## config.mk

```make
export PLATFORM = sky130hd
export DESIGN_NAME = popup_constraint_placement_core
export DESIGN_NICKNAME = d
export VERILOG_FILES = /design/src/design/pcp_pkg.sv /design/src/design/popup_constraint_placement_core.sv /design/src/design/pcp_axis.sv
export SDC_FILE = /design/constraint.sdc
export NUM_CORES = 2
export LEC_CHECK = 0
export BUFFER_PORTS_ARGS = -buffer_cell sky130_fd_sc_hd__buf_2
export CAP_MARGIN = 10
export CORE_MARGIN = 3
export CORE_UTILIZATION = 45
export CTS_BUF_LIST = sky130_fd_sc_hd__clkbuf_2
export DETAILED_ROUTE_END_ITERATION = 12
export PLACE_DENSITY = 0.66
export SLEW_MARGIN = 20
export SYNTH_ARGS = -nofsm -noshare
export SYNTH_HDL_FRONTEND = slang
export SYNTH_SLANG_ARGS = --single-unit
export TNS_END_PERCENT = 100
```

## constraint.sdc

```tcl
create_clock -name i_clk -period 49.9 [get_ports i_clk]
set_input_delay 9.98 -clock i_clk [delete_from_list [all_inputs] [get_ports i_clk]]
set_output_delay 9.98 -clock i_clk [all_outputs]
set_load 0.01 [all_outputs]
```

## src/design/pcp_pkg.sv

```systemverilog
`timescale 1ns / 1ps
// ----------------------------------------------------------------------------
// pcp_pkg
// Shared types, widths and code tables for the popup placement core.
// ----------------------------------------------------------------------------
package pcp_pkg;

    // internal working width, holds every intermediate coordinate exactly
    localparam int CW = 21;
    localparam int OW = 18;

    typedef logic signed [CW-1:0] t_val;

    // placement codes
    localparam logic [3:0] PC_NONE = 4'd0;
    localparam logic [3:0] PC_TOP  = 4'd1;
    localparam logic [3:0] PC_BOT  = 4'd2;
    localparam logic [3:0] PC_LEFT = 4'd3;
    localparam logic [3:0] PC_RGT  = 4'd4;
    localparam logic [3:0] PC_TL   = 4'd5;
    localparam logic [3:0] PC_BL   = 4'd6;
    localparam logic [3:0] PC_TR   = 4'd7;
    localparam logic [3:0] PC_BR   = 4'd8;

    // config register indexes
    localparam logic [1:0] REG_BX = 2'd0;
    localparam logic [1:0] REG_BY = 2'd1;
    localparam logic [1:0] REG_BW = 2'd2;
    localparam logic [1:0] REG_BH = 2'd3;

    // offset along one axis: none, half of the size, whole size
    typedef enum logic [1:0] {
        OFF_ZERO = 2'd0,
        OFF_HALF = 2'd1,
        OFF_FULL = 2'd2
    } t_off;

    typedef struct packed {
        logic flip;
        logic slide;
        logic resize;
    } t_adj;

    // outcome of the constraint pass on one axis
    typedef enum logic [2:0] {
        K_KEEP     = 3'd0,
        K_FLIP     = 3'd1,
        K_SLIDE_LO = 3'd2,
        K_SLIDE_HI = 3'd3,
        K_RSZ_SLD  = 3'd4,
        K_RSZ_HI   = 3'd5
    } t_kind;

    // half, truncated toward zero
    function automatic t_val half_tz(input t_val v);
        t_val t;
        t = v + t_val'(v < 0);
        return t >>> 1;
    endfunction

    function automatic t_val off_val(input t_off sel, input t_val v);
        t_val r;
        case (sel)
            OFF_HALF: r = half_tz(v);
            OFF_FULL: r = v;
            default:  r = '0;
        endcase
        return r;
    endfunction

    function automatic logic [3:0] flip_x(input logic [3:0] c);
        logic [3:0] r;
        case (c)
            PC_LEFT: r = PC_RGT;
            PC_RGT:  r = PC_LEFT;
            PC_TL:   r = PC_TR;
            PC_TR:   r = PC_TL;
            PC_BL:   r = PC_BR;
            PC_BR:   r = PC_BL;
            default: r = c;
        endcase
        return r;
    endfunction

    function automatic logic [3:0] flip_y(input logic [3:0] c);
        logic [3:0] r;
        case (c)
            PC_TOP:  r = PC_BOT;
            PC_BOT:  r = PC_TOP;
            PC_TL:   r = PC_BL;
            PC_BL:   r = PC_TL;
            PC_TR:   r = PC_BR;
            PC_BR:   r = PC_TR;
            default: r = c;
        endcase
        return r;
    endfunction

    function automatic t_off anc_x(input logic [3:0] c);
        t_off r;
        case (c)
            PC_NONE, PC_TOP, PC_BOT: r = OFF_HALF;
            PC_RGT, PC_TR, PC_BR:    r = OFF_FULL;
            default:                 r = OFF_ZERO;
        endcase
        return r;
    endfunction

    function automatic t_off anc_y(input logic [3:0] c);
        t_off r;
        case (c)
            PC_NONE, PC_LEFT, PC_RGT: r = OFF_HALF;
            PC_BOT, PC_BL, PC_BR:     r = OFF_FULL;
            default:                  r = OFF_ZERO;
        endcase
        return r;
    endfunction

    function automatic t_off grv_x(input logic [3:0] c);
        t_off r;
        case (c)
            PC_NONE, PC_TOP, PC_BOT: r = OFF_HALF;
            PC_LEFT, PC_TL, PC_BL:   r = OFF_FULL;
            default:                 r = OFF_ZERO;
        endcase
        return r;
    endfunction

    function automatic t_off grv_y(input logic [3:0] c);
        t_off r;
        case (c)
            PC_NONE, PC_LEFT, PC_RGT: r = OFF_HALF;
            PC_TOP, PC_TL, PC_TR:     r = OFF_FULL;
            default:                  r = OFF_ZERO;
        endcase
        return r;
    endfunction

endpackage

```

## src/design/popup_constraint_placement_core.sv

```systemverilog
`timescale 1ns / 1ps
// ----------------------------------------------------------------------------
// popup_constraint_placement_core
// Places a popup against an anchor rectangle and fits it into the bounds.
// ----------------------------------------------------------------------------
// Each input word is one placement request; each output word is the final
// popup rectangle relative to the parent. The core is a four-stage pipeline
// (offsets, candidate positions, edge checks and decision, resize and final
// subtract) with an X and a Y datapath side by side, so a new word is taken
// every cycle unless a held result stalls the pipeline. The whole pipeline
// holds while a finished result waits under output stall. The bounds
// registers are written through the config port, which is always ready;
// write them only while no request is in flight.
// ----------------------------------------------------------------------------
module popup_constraint_placement_core import pcp_pkg::*; (
    input  logic                 i_clk,
    input  logic                 i_rst_n,
    // config write channel
    input  logic                 i_cfg_valid,
    output logic                 o_cfg_ready,
    input  logic        [1:0]    i_cfg_index,
    input  logic        [15:0]   i_cfg_data,
    // request channel
    input  logic                 i_in_valid,
    output logic                 o_in_stall,
    input  logic signed [15:0]   i_parent_x,
    input  logic signed [15:0]   i_parent_y,
    input  logic signed [15:0]   i_anchor_rect_x,
    input  logic signed [15:0]   i_anchor_rect_y,
    input  logic        [14:0]   i_anchor_rect_w,
    input  logic        [14:0]   i_anchor_rect_h,
    input  logic signed [15:0]   i_offset_x,
    input  logic signed [15:0]   i_offset_y,
    input  logic        [14:0]   i_popup_w,
    input  logic        [14:0]   i_popup_h,
    input  logic        [7:0]    i_placement_codes,
    input  logic        [5:0]    i_adjust_flags,
    // result channel
    output logic                 o_out_valid,
    input  logic                 i_out_stall,
    output logic signed [OW-1:0] o_rect_x,
    output logic signed [OW-1:0] o_rect_y,
    output logic signed [OW-1:0] o_rect_w,
    output logic signed [OW-1:0] o_rect_h
);

    // bounds registers
    logic signed [15:0] r_bx, r_by;
    logic        [15:0] r_bw, r_bh;

    assign o_cfg_ready = 1'b1;

    always_ff @(posedge i_clk) begin
        if (!i_rst_n) begin
            r_bx <= '0;
            r_by <= '0;
            r_bw <= '0;
            r_bh <= '0;
        end else if (i_cfg_valid) begin
            case (i_cfg_index)
                REG_BX:  r_bx <= i_cfg_data;
                REG_BY:  r_by <= i_cfg_data;
                REG_BW:  r_bw <= i_cfg_data;
                REG_BH:  r_bh <= i_cfg_data;
                default: ;
            endcase
        end
    end

    // pipeline advances unless the result register is full and stalled
    logic       en;
    logic [3:0] r_vld;

    assign en          = !(r_vld[3] && i_out_stall);
    assign o_in_stall  = !en;
    assign o_out_valid = r_vld[3];

    always_ff @(posedge i_clk) begin
        if (!i_rst_n) begin
            r_vld <= '0;
        end else if (en) begin
            r_vld <= {r_vld[2:0], i_in_valid};
        end
    end

    // code decode; an X flip only moves the horizontal part and a Y flip the
    // vertical part, so the two axes resolve independently
    logic [3:0] anc, grv;
    t_adj       adj_x, adj_y;

    assign anc   = i_placement_codes[3:0];
    assign grv   = i_placement_codes[7:4];
    assign adj_x = '{flip: i_adjust_flags[2], slide: i_adjust_flags[0],
                     resize: i_adjust_flags[4]};
    assign adj_y = '{flip: i_adjust_flags[3], slide: i_adjust_flags[1],
                     resize: i_adjust_flags[5]};

    pcp_axis u_axis_x (
        .i_clk    (i_clk),
        .i_en     (en),
        .i_parent (i_parent_x),
        .i_arect  (i_anchor_rect_x),
        .i_offset (i_offset_x),
        .i_asize  (i_anchor_rect_w),
        .i_size   (i_popup_w),
        .i_asel   (anc_x(anc)),
        .i_asel_f (anc_x(flip_x(anc))),
        .i_gsel   (grv_x(grv)),
        .i_gsel_f (grv_x(flip_x(grv))),
        .i_adj    (adj_x),
        .i_bound  (r_bx),
        .i_bsize  (r_bw),
        .o_pos    (o_rect_x),
        .o_size   (o_rect_w)
    );

    pcp_axis u_axis_y (
        .i_clk    (i_clk),
        .i_en     (en),
        .i_parent (i_parent_y),
        .i_arect  (i_anchor_rect_y),
        .i_offset (i_offset_y),
        .i_asize  (i_anchor_rect_h),
        .i_size   (i_popup_h),
        .i_asel   (anc_y(anc)),
        .i_asel_f (anc_y(flip_y(anc))),
        .i_gsel   (grv_y(grv)),
        .i_gsel_f (grv_y(flip_y(grv))),
        .i_adj    (adj_y),
        .i_bound  (r_by),
        .i_bsize  (r_bh),
        .o_pos    (o_rect_y),
        .o_size   (o_rect_h)
    );

endmodule

```

## src/design/pcp_axis.sv

```systemverilog
`timescale 1ns / 1ps
// ----------------------------------------------------------------------------
// pcp_axis
// Four-stage placement datapath for one axis: position, flip, slide, resize.
// ----------------------------------------------------------------------------
module pcp_axis import pcp_pkg::*; (
    input  logic                 i_clk,
    input  logic                 i_en,
    input  logic signed [15:0]   i_parent,
    input  logic signed [15:0]   i_arect,
    input  logic signed [15:0]   i_offset,
    input  logic        [14:0]   i_asize,
    input  logic        [14:0]   i_size,
    input  t_off                 i_asel,
    input  t_off                 i_asel_f,
    input  t_off                 i_gsel,
    input  t_off                 i_gsel_f,
    input  t_adj                 i_adj,
    input  logic signed [15:0]   i_bound,
    input  logic        [15:0]   i_bsize,
    output logic signed [OW-1:0] o_pos,
    output logic signed [OW-1:0] o_size
);

    t_val c_b, c_bw, c_bhi, c_as, c_w;
    logic c_bon;

    assign c_b   = CW'(i_bound);
    assign c_bw  = CW'(i_bsize);
    assign c_bhi = c_b + c_bw;
    assign c_bon = (i_bsize != '0);
    assign c_as  = CW'(i_asize);
    assign c_w   = CW'(i_size);

    // stage 1: base, anchor and gravity offsets
    t_val r1_base, r1_ao, r1_aof, r1_go, r1_gof, r1_gbw, r1_w, r1_p;
    t_off r1_gsel;
    t_adj r1_adj;

    always_ff @(posedge i_clk) begin
        if (i_en) begin
            r1_base <= CW'(i_parent) + CW'(i_arect) + CW'(i_offset);
            r1_ao   <= off_val(i_asel, c_as);
            r1_aof  <= off_val(i_asel_f, c_as);
            r1_go   <= off_val(i_gsel, c_w);
            r1_gof  <= off_val(i_gsel_f, c_w);
            r1_gbw  <= off_val(i_gsel, c_bw);
            r1_w    <= c_w;
            r1_p    <= CW'(i_parent);
            r1_gsel <= i_gsel;
            r1_adj  <= i_adj;
        end
    end

    // stage 2: placed and flipped positions
    t_val r2_pos0, r2_pos1, r2_baseao, r2_rsz, r2_w, r2_p;
    t_off r2_gsel;
    t_adj r2_adj;

    always_ff @(posedge i_clk) begin
        if (i_en) begin
            r2_pos0   <= r1_base + r1_ao - r1_go;
            r2_pos1   <= r1_base + r1_aof - r1_gof;
            r2_baseao <= r1_base + r1_ao;
            r2_rsz    <= c_b + r1_go - r1_gbw;
            r2_w      <= r1_w;
            r2_p      <= r1_p;
            r2_gsel   <= r1_gsel;
            r2_adj    <= r1_adj;
        end
    end

    // stage 3: edge checks and decision
    logic  lo0, hi0, lo1, hi1;
    t_kind n_kind;

    always_comb begin
        lo0 = c_bon && (r2_pos0 < c_b);
        hi0 = c_bon && ((r2_pos0 + r2_w) > c_bhi);
        lo1 = c_bon && (r2_pos1 < c_b);
        hi1 = c_bon && ((r2_pos1 + r2_w) > c_bhi);
        if (!(lo0 || hi0)) begin
            n_kind = K_KEEP;
        end else if (r2_adj.flip && !(lo1 || hi1)) begin
            n_kind = K_FLIP;
        end else if (r2_adj.slide && !(lo0 && hi0) && (r2_w <= c_bw)) begin
            n_kind = lo0 ? K_SLIDE_LO : K_SLIDE_HI;
        end else if (r2_adj.resize && r2_adj.slide) begin
            n_kind = K_RSZ_SLD;
        end else if (r2_adj.resize && hi0) begin
            n_kind = K_RSZ_HI;
        end else begin
            n_kind = K_KEEP;
        end
    end

    t_val  r3_pos0, r3_pos1, r3_baseao, r3_rsz, r3_w, r3_p, r3_wn;
    t_off  r3_gsel;
    t_kind r3_kind;

    always_ff @(posedge i_clk) begin
        if (i_en) begin
            r3_pos0   <= r2_pos0;
            r3_pos1   <= r2_pos1;
            r3_baseao <= r2_baseao;
            r3_rsz    <= r2_rsz;
            r3_w      <= r2_w;
            r3_p      <= r2_p;
            r3_wn     <= c_bhi - r2_pos0;
            r3_gsel   <= r2_gsel;
            r3_kind   <= n_kind;
        end
    end

    // stage 4: final position and size, relative to the parent
    t_val n_pos, n_size;

    always_comb begin
        case (r3_kind)
            K_FLIP: begin
                n_pos  = r3_pos1;
                n_size = r3_w;
            end
            K_SLIDE_LO: begin
                n_pos  = c_b;
                n_size = r3_w;
            end
            K_SLIDE_HI: begin
                n_pos  = c_bhi - r3_w;
                n_size = r3_w;
            end
            K_RSZ_SLD: begin
                n_pos  = r3_rsz;
                n_size = c_bw;
            end
            K_RSZ_HI: begin
                n_pos  = r3_baseao - off_val(r3_gsel, r3_wn);
                n_size = r3_wn;
            end
            default: begin
                n_pos  = r3_pos0;
                n_size = r3_w;
            end
        endcase
    end

    t_val n_rel;
    assign n_rel = n_pos - r3_p;

    always_ff @(posedge i_clk) begin
        if (i_en) begin
            o_pos  <= n_rel[OW-1:0];
            o_size <= n_size[OW-1:0];
        end
    end

endmodule

```

# Word level (Yosys, flattened, before mapping)
# Cells that the tools add are included.
# word_totals
regBits	944
latch_bits	0
ram_bits	0
mem_bits_ro	0
in_bits	193
out_inout_bits	75
elab_cells	300
mem_count	0
# op_classes
n_addsub	38
multipliers	0
div	0
magnitude_cmp	18
n_eq_ne	69
shift	0
n_mux	40
bitwise	2
reduce_logical	60
# op_table
op	n
one-hot mux 21 bit (2 select lines)	8
one-hot mux 18 bit (5 select lines)	2
one-hot mux 18 bit (2 select lines)	4
one-hot mux 4 bit (6 select lines)	4
adder 21 x 16 -> 21 bit	4
adder 21 bit	4
> comparator 21 x 18 -> 1 bit	4
less-than comparator 21 x 16 -> 1 bit	4
subtractor 21 bit	4
subtractor 18 x 16 -> 18 bit	4
subtractor 18 bit	4
== test 4 x 3 -> 1 bit (second input constant)	17
adder 15 x 1 -> 16 bit	4
one-hot mux 16 bit (2 select lines)	2
less-than comparator 15 x 1 -> 1 bit (second input constant)	4
OR reduction 3 bit	16
less-than comparator 21 x 1 -> 1 bit (second input constant)	2
subtractor 18 x 21 -> 21 bit	2
== test 4 x 2 -> 1 bit (second input constant)	10
adder 19 x 2 -> 19 bit	2
adder 16 x 17 -> 18 bit	2
adder 16 x 18 -> 18 bit	2
adder 17 x 16 -> 18 bit	2
two-way mux 18 bit	2
23 further kinds	114

# Depth between registers and ports, before layout
# depth
depth_word	9
ltp_mapped	28
mapped_depth_nobuf	27

# By module
# A second synthesis with hierarchy kept.
# unflattened
cells_unflattened	5522
hier_area_um2	58422.3
# modules_own_cells
module	n_inst	cells_per_inst	area_each_um2	seq_area_each_um2
pcp_axis at u_axis_y	1	2618	27865.5	12251.8
pcp_axis at u_axis_x	1	2615	27771.6	12251.8
popup_constraint_placement_core	1	289	2785.2	1361.3

# Worst setup path before layout
# Ideal clock, no wire load.
# synth_timing
path_type	input to output
startpoint	input i_out_stall
endpoint	output o_in_stall
arrival_ps	29990
required_time_ps	39920
setup_slack_ps	9930
path_stages	2
n_path_buf	0
path_cell_list	nand2_1 inv_1
# synth_between
elab_chain_cells	1
# synth_lines
element	line	text
start, declared	popup_constraint_placement_core.sv:40	input logic i_out_stall,
logical AND 1 bit	popup_constraint_placement_core.sv:74	assign en = !(r_vld[3] && i_out_stall);
end, declared	popup_constraint_placement_core.sv:25	output logic o_in_stall,
# No other way between the ends.

# Worst setup path after layout
# Same ends and word-level chain as after synthesis.

==> out/qor.csv <==
metric;value;unit
async_reset_ff_share;0;%
yosys_warnings;0;
drt_first_iter_violations;3913;
synth_seq_area_share;44.31;%
fin_skew;0.1506;ns
fillers;11815;
cts_made_buffers;231;
yosys.area_share.simple;11.08;%
avgSynthCellArea;10.46;sq um
grt_pass1_vias;42584;
ir_drop;0.02758;mV
critPathKind;in -> out;
drive_gt1_share;11.69;%
synth_top_family_by_area;adder cells;
p_sw_share;42.70;%
setup_viol;0;
crit_arrival;10.95;ns
cp.required;39.92;ns
final_nets;6910;
maxSlewViolCount;0;
syn-instance-count;5583;
synth_xor_xnor_area_share;5.783;%
top_layer_used;met5;
path_max_fanout;42;
mostFrequentLayoutCell;edfxtp_1;
finalSetupTns;0;ns
clock.fmax;0.04779;GHz
hold_viol_final;0;
worst_slew_pin_slew;1.110;ns
synth_seq_cells;884;
wl_met3;15340;um
post-place-ws;28.93;ns
ys_types;94;
pin_count;268;
insertion_delay;1.75;ns
cts_hold_buf;0;
slowest_delay;0.45;ns
finalWeightedCongestion;0.9456;
antenna_found_initial;42;
wl;164600;um
fp.dieArea;0.1341;sq mm
fin_crit;20.93;ns
area_delta_synth_final;9.618;%
start_util;45.54;%
grt-ovfl-total;0;
synth-compound-area-share;15.80;%
synth_adder_area_share;17.16;%
crit_family;buffers and inverters;
most-common-layout-cells;816 x edfxtp_1, 633 x inv_1, 612 x ha_1;
grt_start_max_net_pins;166;
fin_crit_sh;41.94;%
syn_nets;6501;
end_kind;output pin;
clk_pin_slew_worst_paths;0.11;ns
hpwlAfterDp;129200;um
hp-class;reg -> reg;
clockPowerShare;14.9;%
synth-edff-count;816;
fin_ws;28.97;ns
leakagePower;27.10;nW
cts.sinks;884;
slowest_stage;nand2_4;
cts_setup_buffers;0;
muxShareOfSynthArea;0.9624;%
p_int;2.040;mW
rsz0062_at_grt;false;
whs;0.3700;ns
status;finished clean;
dr_total_vias;44291;
synth_area;0.05837;sq mm
setup.worst_path.start_class;input pin;
wl_per_cell;20.73;um
grt_usage;24.06;%
netlist.area_leader.share;41.98;%
route.detailed.drc;0;
cp_common_cell;buf_2;
cts.htree.levels;4;
cts.repair.resized;0;
cp_num_buf_inv;3;
core-area;0.1282;sq mm
power_frac_comb;49.4;%
dr.pass1.iters;6;
ant_nets;0;
power_density;55.65;mW/mm^2
die_y;366.2;um
synthTopCellsByArea;edfxtp_1 42%, ha_1 13%, xnor2_1 4.3%;
path_cells;buf_2 -> nand2_4 -> inv_1 -> buf_2;
num_rows;131;
grt_pass1_wl;246400;um
finalInstanceArea;0.06399;sq mm
drv_cap;0;
switchingPower;1.521;mW
seq_power_share;35.6;%
avgViaCountPerCell;5.578;
die_w;366.2;um
synth_top_cell_by_area;edfxtp_1;
wl_met2;68100;um
clock_path_buffers;3;
tritoncts;done;
port_buffers;266;
wl_met1;77310;um
dpl_cell_area;0.06167;sq mm
synth_ff_type;edfxtp_1;
clockRootBuffer;clkbuf_2;
maxSlewHeadroom;26.02;%
[synth_stat cells (8+ instances only)]
master	number
o21a_1	77
and3_1	32
nand2_1	377
o211ai_1	29
nor2_1	447
xor2_1	87
nor3_1	83
a31oi_1	28
nand3_1	97
inv_1	633
a2111oi_0	9
a21o_1	119
ha_1	613
a41oi_1	8
o41ai_1	13
xnor2_1	287
o21bai_1	41
o221ai_1	11
nand2b_1	50
clkbuf_1	109
buf_1	12
and2_1	28
a22oi_1	172
nand4_1	43
o31ai_1	19
nor2b_1	76
edfxtp_1	816
a311oi_1	10
nor4_1	27
a211oi_1	43
a21boi_0	98
a21oi_1	312
or3_1	37
dfxtp_1	68
o2111ai_1	11
fa_1	112
o22ai_1	28
mux2i_1	46
o21ai_0	261
or2_2	35
a211o_1	16
o31a_1	10
[per-layer routing]
layer | up-vias | global-route usage [%]
li1 | 21155 | -
met1 | 21162 | 35.83
met2 | 1686 | 34.97
met3 | 256 | 5.376
met4 | 32 | 6.684
met5 | - | 0
[path summary, 6_finish.rpt]
kind,from,endpoint,slack [ns],cells after the start
max,i_out_stall,o_in_stall,28.97,4
min,u_axis_y.r1_w[9],u_axis_y.r2_w[9],0.37,0
max reg2reg,u_axis_y.r3_gsel[0],u_axis_y.o_pos[17],42.71,23
min reg2reg,u_axis_y.r1_w[9],u_axis_y.r2_w[9],0.37,0
[sequential cells by signal, indices dropped and copies added, names as in the netlist, 20 cells and up]
| signal | count |
|---|---|
| u_axis_y.r2_pos1 | 21 |
| u_axis_y.r3_wn | 20 |
| u_axis_x.r2_pos0 | 21 |
| u_axis_x.r2_pos1 | 21 |
| u_axis_y.r2_pos0 | 21 |
| u_axis_x.r3_wn | 20 |
[per-stage QoR]
step                      cells  power (mW)  util, %
after floorplan            5583       2.492        -
after global placement     7488       2.958    48.11
after detailed placement   7488       3.007    48.11
after CTS                  7920       3.559    49.87
after global routing       7929       3.841    49.90
final                      7941       3.561    49.92
[cell type report]
class | instances | area [sq um] | area share [%]
Inverter | 634 | 2380 | 3.719
Timing Repair Buffer | 300 | 1603 | 2.505
Multi-Input combinational cell | 3941 | 29670 | 46.37
Tap cell | 1729 | 2163 | 3.381
Sequential cell | 884 | 25860 | 40.42
Clock inverter | 118 | 684.4 | 1.070
Clock buffer | 314 | 1572 | 2.456
Antenna cell | 21 | 52.55 | 0.08213
[power by group through the flow]
stage	Sequential, mW	Clock [mW]	Combinational, mW
global placement	1.27	0	1.69
detailed placement	1.28	0	1.73
global route	1.28	0.591	1.97
finish	1.27	0.532	1.76
floorplan	1.21	0	1.28
CTS	1.26	0.554	1.74
[kinds of logic (layout without fill, tap and decap cells)]
group,after synthesis,after routing
and+or+nand+nor,1381,1381
muxes,52,52
buffers and inverters,758,1366
xor gates and xnor gates,379,379
adders and majority gates,735,735
other,1,22
AOI/OAI and AO/OA,1393,1393
DFF,884,884
[worst register-to-register path, cell delays in order (launching register included)]
cell      delay [ns]
edfxtp_1        0.56
inv_1           0.12
ha_1            0.61
a22oi_1         0.19
nor2_1          0.36
ha_1            0.28
nor2b_1         0.06
o21ai_0         0.25
a21oi_1         0.16
o41ai_1         0.82
xor2_1          0.14
a21oi_1         0.22
o22ai_1         0.10
a21oi_1         0.49
ha_1            0.39
and3_1          0.19
a21oi_1         0.10
o21ai_0         0.26
o41ai_1         0.78
nor4_1          0.09
or3_1           0.37
a21oi_1         0.19
xnor2_1         0.15
xnor2_1         0.10
Note: power is estimated with default switching activity, not from simulation.
